**config.mk**
```make
export PLATFORM = sky130hd
export DESIGN_NAME = pvar_div
export DESIGN_NICKNAME = d
export VERILOG_FILES = /design/src/pvar_div.sv
export SDC_FILE = /design/constraint.sdc
export NUM_CORES = 1
export LEC_CHECK = 0
export BUFFER_PORTS_ARGS = -buffer_cell sky130_fd_sc_hd__buf_2
export CAP_MARGIN = 20
export CORE_ASPECT_RATIO = 2
export CORE_MARGIN = 5
export CORE_UTILIZATION = 56
export CTS_CLUSTER_DIAMETER = 120
export DETAILED_ROUTE_END_ITERATION = 16
export GPL_TIMING_DRIVEN = 0
export PLACE_DENSITY = 0.91
export SLEW_MARGIN = 20
export SYNTH_ARGS = -nofsm -noshare
export SYNTH_HDL_FRONTEND = slang
export SYNTH_SLANG_ARGS = --single-unit
```
**constraint.sdc**
```tcl
create_clock -name clk -period 7.58 [get_ports clk]
set_input_delay 1.516 -clock clk [delete_from_list [all_inputs] [get_ports clk]]
set_output_delay 1.516 -clock clk [all_outputs]
set_load 0.01 [all_outputs]
```
**src/pvar_div.sv**
```systemverilog
// ----------------------------------------------------------------------------
// pvar_div
// restoring divider, one quotient bit per cycle
// ----------------------------------------------------------------------------
module pvar_div #(
  parameter int unsigned NUM_W = 128,
  parameter int unsigned DEN_W = 16
) (
  input  logic             clk,
  input  logic             rst_n,
  input  logic             start,
  input  logic [NUM_W-1:0] num,
  input  logic [DEN_W-1:0] den,
  output logic             done,
  output logic [NUM_W-1:0] quo
);

  localparam int unsigned CNT_W = $clog2(NUM_W + 1);

  logic [NUM_W-1:0] q_r, q_nxt, q_step;
  logic [DEN_W-1:0] rem_r, rem_nxt, rem_step;
  logic [DEN_W-1:0] den_r, den_nxt;
  logic [CNT_W-1:0] cnt_r, cnt_nxt;
  logic             busy_r, busy_nxt;
  logic [DEN_W:0]   trial;
  logic             fits;

  always_comb begin
    trial = {rem_r, q_r[NUM_W-1]};
    fits = (trial >= {1'b0, den_r});
    q_step = {q_r[NUM_W-2:0], fits};
    rem_step = fits ? DEN_W'(trial - {1'b0, den_r}) : trial[DEN_W-1:0];
    q_nxt = q_r;
    rem_nxt = rem_r;
    den_nxt = den_r;
    cnt_nxt = cnt_r;
    busy_nxt = busy_r;
    if (start) begin
      q_nxt = num;
      rem_nxt = '0;
      den_nxt = den;
      cnt_nxt = CNT_W'(NUM_W);
      busy_nxt = 1'b1;
    end else if (busy_r) begin
      q_nxt = q_step;
      rem_nxt = rem_step;
      cnt_nxt = cnt_r - 1'b1;
      if (cnt_r == CNT_W'(1)) busy_nxt = 1'b0;
    end
  end

  always_ff @(posedge clk) begin
    q_r <= q_nxt;
    rem_r <= rem_nxt;
    den_r <= den_nxt;
    if (!rst_n) begin
      busy_r <= 1'b0;
      cnt_r <= '0;
    end else begin
      busy_r <= busy_nxt;
      cnt_r <= cnt_nxt;
    end
  end

  assign done = busy_r && (cnt_r == CNT_W'(1));
  assign quo = q_step;

endmodule
```
==> results of run 1 <==
## per-layer routing
| layer | track usage | share of wire |
|---|---|---|
| met5 | 0 | 0 |
| met3 | 0.0683 | 0.061 |
| met4 | 0.149 | 0.049 |
| met2 | 0.502 | 0.57 |
| met1 | 0.266 | 0.32 |
## stage by stage
stage | hold WS, ns | cell area (µm²)
floorplan | 0.457 | 9060
global placement | 0.470 | 10700
detailed placement | 0.475 | 10700
CTS | 0.484 | 11300
global route | 0.522 | 11400
finish | 0.482 | 11400
## cells in the final DEF (no fill, tap or decap), types with 4 or more instances in the layout
| cell type | synthesis | routed |
|---|---|---|
| clkbuf_1 | 18 | 19 |
| buf_4 | 130 | 130 |
| o211ai_1 | 5 | 5 |
| o21a_1 | 4 | 4 |
| buf_2 | 7 | 282 |
| mux2_2 | 128 | 128 |
| nor3_1 | 5 | 5 |
| edfxtp_1 | 144 | 144 |
| nand2_1 | 23 | 22 |
| a21oi_1 | 15 | 15 |
| bufinv_16 | 0 | 4 |
| o21ai_1 | 7 | 7 |
| xnor2_1 | 10 | 10 |
| o21ai_0 | 14 | 14 |
| and3_1 | 4 | 4 |
| ha_1 | 18 | 18 |
| clkbuf_16 | 0 | 17 |
| a311oi_1 | 7 | 7 |
| nor2_1 | 30 | 30 |
| nand3_1 | 14 | 14 |
| dfxtp_1 | 25 | 25 |
| inv_1 | 22 | 22 |
| nor4_1 | 8 | 8 |
| buf_1 | 4 | 4 |
| a21o_1 | 5 | 5 |
| clkinv_2 | 0 | 4 |
## worst reg2reg max path: stages, from the launching register on
cell and delay [ns]:
edfxtp_1 0.32, inv_1 0.04, ha_1 0.39, nand2_1 0.21
a211oi_2 0.55, o21ai_1 0.28, a31oi_4 0.35, buf_6 0.21
o21ai_1 0.07, a311oi_1 0.29
## layout make-up
cell class / count / area, µm² / share of cell area
multi-input combinational: 359 / 3050 / 0.269
sequential: 169 / 4820 / 0.425
clock inverter: 14 / 179 / 0.0158
inverter: 22 / 82.6 / 0.00727
tap: 201 / 251 / 0.0221
timing repair buffer: 277 / 1420 / 0.125
buffer: 160 / 1100 / 0.0973
clock buffer: 18 / 429 / 0.0378
antenna: 3 / 7.51 / 0.000661
## cell families after synthesis
logic type	count (synthesis)
simple gates	107
compound gates	92
fa+ha+maj	19
mux	128
buf+inv	182
flops	169
xor+xnor	13
## report_power, final
group / internal, mW / switching, mW / total [mW]
Combinational: 0.291 / 0.275 / 0.566
Clock: 0.548 / 0.362 / 0.910
Sequential: 1.13 / 0.0603 / 1.19
Total: 1.96 / 0.697 / 2.66
## worst paths after layout
path              startpoint       end  depth (start not counted)
setup / recovery    den_r[4]    quo[0]                          9
hold / removal      cnt_r[2]  cnt_r[2]                          2
setup reg to reg    den_r[4]  rem_r[3]                          9
hold reg to reg     cnt_r[2]  cnt_r[2]                          2
## flip-flops by register name, indices dropped and copies added, names as in the netlist
register,count
rem_r,16
den_r,16
busy_r,1
cnt_r,8
q_r,128
==> summary.md, run 1 <==
### Timing
- final setup slack of the worst path: 3.01 ns
- maximum clock frequency: 219 MHz
- slew at the pin with the worst max-slew slack: 0.659 ns
- final critical path time including I/O delays and setup: 4.57 ns
- RSZ-0062 raised after global routing: false
- count of endpoints failing hold in the final timing report: 0
- largest clock skew in the final design: 0.00860 ns
- final number of setup-violating endpoints: 0
- total negative slack: 0 ns
- final worst path period share: 0.602
- remaining max-slew budget at the tightest pin: 0.561
- Final Max Slew Viols: 0

### Final layout
- proportion of layout cells with a drive suffix above 1: 0.579
- utilization after layout: 0.716
- Non-Filler Instances: 1223
- Filler cells: 1128
- nets@finish: 1172
- Synth-to-Final Area Change: 25.4%

### Place
- estimated wirelength of the detail-placed design: 19600 µm
- minimum setup slack after placement: 3.29 ns
- Placed Cells incl. Taps: 1188
- count of input and output buffers: 275
- Placer Congestion: 0.961

### Job
- number of violations of the max-capacitance limit: 0

### CTS
- sinks on the clock net: 169
- maximum clock path buffer count: 2
- cts repair resizes: 0
- clock tree from TritonCTS: done
- clock transition at the registers of the reported paths: 0.06 ns
- latest clock arrival within the worst-skew pair: 0.42 ns
- total CTS buffers: 17
- Root Driver: clkbuf_16
- Post-CTS Setup Bufs: 0
- CTS H-tree lvls: 4
- hold_buf cts: 0

### Floorplanning
- core region area: 15900 µm²
- die height: 190 µm
- Core Rows: 65
- boundary pin count: 276
- effective utilization at floorplan: 0.571
- x dimension of the die: 99.9 µm
- area enclosed by the die boundary: 19000 µm²

### Synthesis
- most instantiated cells after synthesis: edfxtp_1 (144), buf_4 (130), mux2_2 (128)
- EDFF count, synth: 144
- sequential share of the synthesized area: 0.533
- area of the mapped netlist: 9060 µm²
- total nets after synthesis: 876
- cell with the most instances after synthesis: edfxtp_1
- number of warnings issued by yosys: 0
- average instance area after synthesis: 12.8 µm²
- main combinational cell family by area after synthesis: multiplexers
- Seq cells post-synth: 169
- share of flip-flops with an asynchronous set or reset after synthesis: 0
- post-synthesis cell type count: 65
- synthesized-area fraction occupied by ao, oa, aoi and oai cells: 0.0789
- largest cells by area after synthesis: edfxtp_1 (48%), mux2_2 (16%), buf_4 (11%)
- Cells after Synth: 710
- post-synthesis simple-gate area fraction: 0.0587
- area share of the largest cell type after synthesis: 0.477
- post-synthesis cell type with the largest combined area: edfxtp_1
- adder and majority cell fraction of the synthesized area: 0.0271
- proportion of synthesized area in mux cells: 0.159
- Post-Synth XOR/XNOR Area: 0.0126
- primary flip-flop cell chosen by synthesis mapping: edfxtp_1

### Detailed routing
- count of vias placed by the detailed router: 6647
- final routed DRC violation total: 0
- sum of routed wire length over all layers: 25300 µm
- count of antenna-violating nets left after detailed routing: 0
- DRT Pass-1 Iters: 5
- Avg WL per Cell: 20.7 µm
- Iter 0 DRT Violations: 282
- ratio of routed vias to standard cells: 5.43

### Pwr
- Power Density: 234 nW/µm²
- static leakage: 4.95 nW
- total power of the final layout: 2.66 mW
- maximum vdd drop: 170 µV

### Setup path
- class of the most critical setup path: reg2out
- most repeated library cell on the critical path: nand2_1
- worst path buffer plus inverter count: 3
- internal reg-to-reg setup slack: 4.78 ns
- kind of start point of the critical path: register
- Crit-path slowest cell: a211oi_2
- worst stage delay on the critical path: 0.55 ns
- Critical Path RT: 6.06 ns
- crit-path cells: inv_1, ha_1, nand2_1, a211oi_2, o21ai_1, a31o_2, nand2_1, buf_4, buf_2
- Max Fanout on Critical Path: 6
- WP data arrival: 3.05 ns
- Crit path max-delay family: compound AO/OA/AOI/OAI gates
- Worst setup EP type: output pin

### Global routing
- overall track demand over capacity in global routing: 0.271
- number of global-route vias before repair: 7133
- pin count of the biggest net entering global routing: 50
- number of antenna violations at the first check in global routing: 3
- global-route wire length before repair: 38800 µm
- total grt overflow: 0

### Worst hold path
- class of the tightest hold or removal check: reg2reg

### Run status
- run status: finished, final reports clean

Note: power is estimated with default switching activity, not from simulation.
==> run 2: changes to the inputs <==
--- a/config.mk
+++ b/config.mk
@@ -9,11 +9,11 @@
 export CAP_MARGIN = 20
 export CORE_ASPECT_RATIO = 2
 export CORE_MARGIN = 5
-export CORE_UTILIZATION = 56
+export CORE_UTILIZATION = 47
 export CTS_CLUSTER_DIAMETER = 120
 export DETAILED_ROUTE_END_ITERATION = 16
 export GPL_TIMING_DRIVEN = 0
-export PLACE_DENSITY = 0.91
+export PLACE_DENSITY = 0.82
 export SLEW_MARGIN = 20
 export SYNTH_ARGS = -nofsm -noshare
 export SYNTH_HDL_FRONTEND = slang
==> constraint.sdc (replaced) <==
create_clock -name clk -period 4.1 [get_ports clk]
set_input_delay 0.82 -clock clk [delete_from_list [all_inputs] [get_ports clk]]
set_output_delay 0.82 -clock clk [all_outputs]
set_load 0.01 [all_outputs]
==> run 2 against run 1 <==
Compared with the run above: highest routed layer is now met5; register-to-register slack got worse by 3.5 ns; final cell count rose by 4.5%; clock-buffer cell count rose by 2; critical path depth rose by 1; non-clock buffer count fell by 1; largest cell class unchanged; utilization fell by 12 points; first-iteration DRC count fell by 4.6%.
==> summary.md, run 2 (synthesis results as in run 1) <==
### Setup path
- Max Fanout on Critical Path: 10
- class of the most critical setup path: reg2out
- WP data arrival: 3.00 ns
- Worst setup EP type: output pin
- Reg-to-Reg Start: den_r[10]
- internal reg-to-reg setup slack: 1.29 ns
- Reg2Reg Depth: 9
- kind of start point of the critical path: register
- reg2reg end: q_r[0]
- Critical Path RT: 3.28 ns

### Timing
- final worst path period share: 0.931
- final setup slack of the worst path: 0.281 ns
- count of endpoints failing hold in the final timing report: 0
- slew at the pin with the worst max-slew slack: 0.749 ns
- largest clock skew in the final design: 0.00724 ns
- RSZ-0062 raised after global routing: false
- final number of setup-violating endpoints: 0
- maximum clock frequency: 262 MHz
- remaining max-slew budget at the tightest pin: 0.496
- final critical path time including I/O delays and setup: 3.82 ns
- Final Max Slew Viols: 0

### CTS
- cts repair resizes: 0
- clock transition at the registers of the reported paths: 0.06 ns
- clock tree from TritonCTS: done
- CTS H-tree lvls: 4
- total CTS buffers: 17
- latest clock arrival within the worst-skew pair: 0.44 ns
- Post-CTS Setup Bufs: 0
- Root Driver: clkbuf_16
- sinks on the clock net: 169
- maximum clock path buffer count: 2
- hold_buf cts: 0

### Floorplanning
- area enclosed by the die boundary: 22300 µm²
- Core Rows: 72
- boundary pin count: 276
- effective utilization at floorplan: 0.472
- die height: 206 µm
- x dimension of the die: 108 µm
- core region area: 19200 µm²

### Worst hold path
- class of the tightest hold or removal check: reg2reg
- Worst Hold Depth: 2
- Hold Crit Start: cnt_r[2]
- endpoint of the worst hold path: cnt_r[2]

### Detailed routing
- final routed DRC violation total: 0
- DRT Pass-1 Iters: 5
- count of antenna-violating nets left after detailed routing: 0
- sum of routed wire length over all layers: 24700 µm
- ratio of routed vias to standard cells: 5.15
- Avg WL per Cell: 19.3 µm
- Iter 0 DRT Violations: 269
- count of vias placed by the detailed router: 6582

### Global routing
- overall track demand over capacity in global routing: 0.222
- number of global-route vias before repair: 7000
- most utilized layer in the global route result: met2
- M1 GR Usage: 0.217
- Global Route met3 Usage: 0.0628
- total grt overflow: 0
- global-route wire length before repair: 36800 µm
- number of antenna violations at the first check in global routing: 3
- pin count of the biggest net entering global routing: 94
- grt met2 use: 0.411

### Place
- count of input and output buffers: 275
- estimated wirelength of the detail-placed design: 19100 µm
- Placer Congestion: 0.957
- minimum setup slack after placement: 0.197 ns

### Final layout
- utilization after layout: 0.592
- top library cells by usage in the layout, fill and taps aside: buf_2 (282), edfxtp_1 (144), buf_4 (130), mux2_2 (128), nor2_1 (30)
- top register by number of flip-flops: q_r
- Synth-to-Final Area Change: 25.5%
- proportion of layout cells with a drive suffix above 1: 0.576
- flip-flop count of the largest register, all copies and words added: 128
- leading registers by flop count: q_r: 128 flops, den_r: 16 flops, rem_r: 16 flops
- nets@finish: 1171
- Filler cells: 1584
- most frequent standard cell in the layout excluding fill and tap cells: buf_2

### Run status
- run status: finished, final reports clean

### Pwr
- static leakage: 4.91 nW
- Power Density: 421 nW/µm²
- maximum vdd drop: 301 µV

### Job
- number of violations of the max-capacitance limit: 0

==> run 2: cell types whose count changed in the layout (fill, tap and decap cells not counted), moves of 2 or more <==
| cell | before | now |
|---|---|---|
| clkinv_2 | 4 | 1 |
| bufinv_16 | 4 | 2 |
| clkbuf_1 | 19 | 21 |
| diode_2 | 3 | 1 |
==> run 2: power by group <==
group	internal, mW	total (mW)	switching (mW)	leakage (nW)
clock	0.891	1.56	0.672	0.260
combinational	0.535	1.04	0.503	3.00
sequential	2.08	2.19	0.106	1.65
==> run 2: layer usage <==
metal | vias up | share of wire
met5 | - | 0.0011
met3 | 76 | 0.060
li1 | 3086 | -
met1 | 3150 | 0.34
met2 | 266 | 0.56
met4 | 4 | 0.044
==> run 2: worst max-delay path: stages (launching register included) <==
cell and delay, ns:
edfxtp_1 0.37, inv_1 0.08, ha_1 0.22, buf_2 0.19, a21oi_2 0.26, nand2_1 0.16
o2111ai_2 0.44, a31o_2 0.31, nand2_1 0.20, buf_4 0.19, buf_2 0.13
==> run 2: layout make-up <==
type	instances	area, µm²	share of cell area
Tap cell	259	324	0.0285
Antenna cell	1	2.50	0.000220
Sequential cell	169	4820	0.424
Clock inverter	12	124	0.0109
Multi-Input combinational cell	359	3060	0.269
Buffer	160	1100	0.0972
Inverter	22	82.6	0.00727
Timing Repair Buffer	276	1400	0.124
Clock buffer	20	437	0.0384
==> run 2: how the worst max path moves through the flow <==
stage / startpoint / to / slack (ns) / depth (start not counted)
global placement: start / q_r[77] / -1.27 / 5
detailed placement: start / q_r[95] / 0.20 / 6
global route: den_r[4] / quo[0] / 0.12 / 9
CTS: den_r[10] / quo[0] / 0.25 / 10
floorplan: start / q_r[0] / 0.72 / 4
finish: den_r[10] / quo[0] / 0.28 / 10
==> run 2: stage by stage <==
| stage | area [µm²] | hold WS (ns) | setup TNS [ns] | total power [mW] | std cells |
|---|---|---|---|---|---|
| floorplan | 9060 | 0.457 | 0 | 2.87 | 710 |
| global placement | 10800 | 0.475 | -161.03 | 3.23 | 1244 |
| detailed placement | 10800 | 0.481 | 0 | 3.25 | 1245 |
| CTS | 11400 | 0.490 | 0 | 4.83 | 1277 |
| global route | 11400 | 0.523 | 0 | 5.00 | 1277 |
| finish | 11400 | 0.486 | 0 | 4.79 | 1278 |
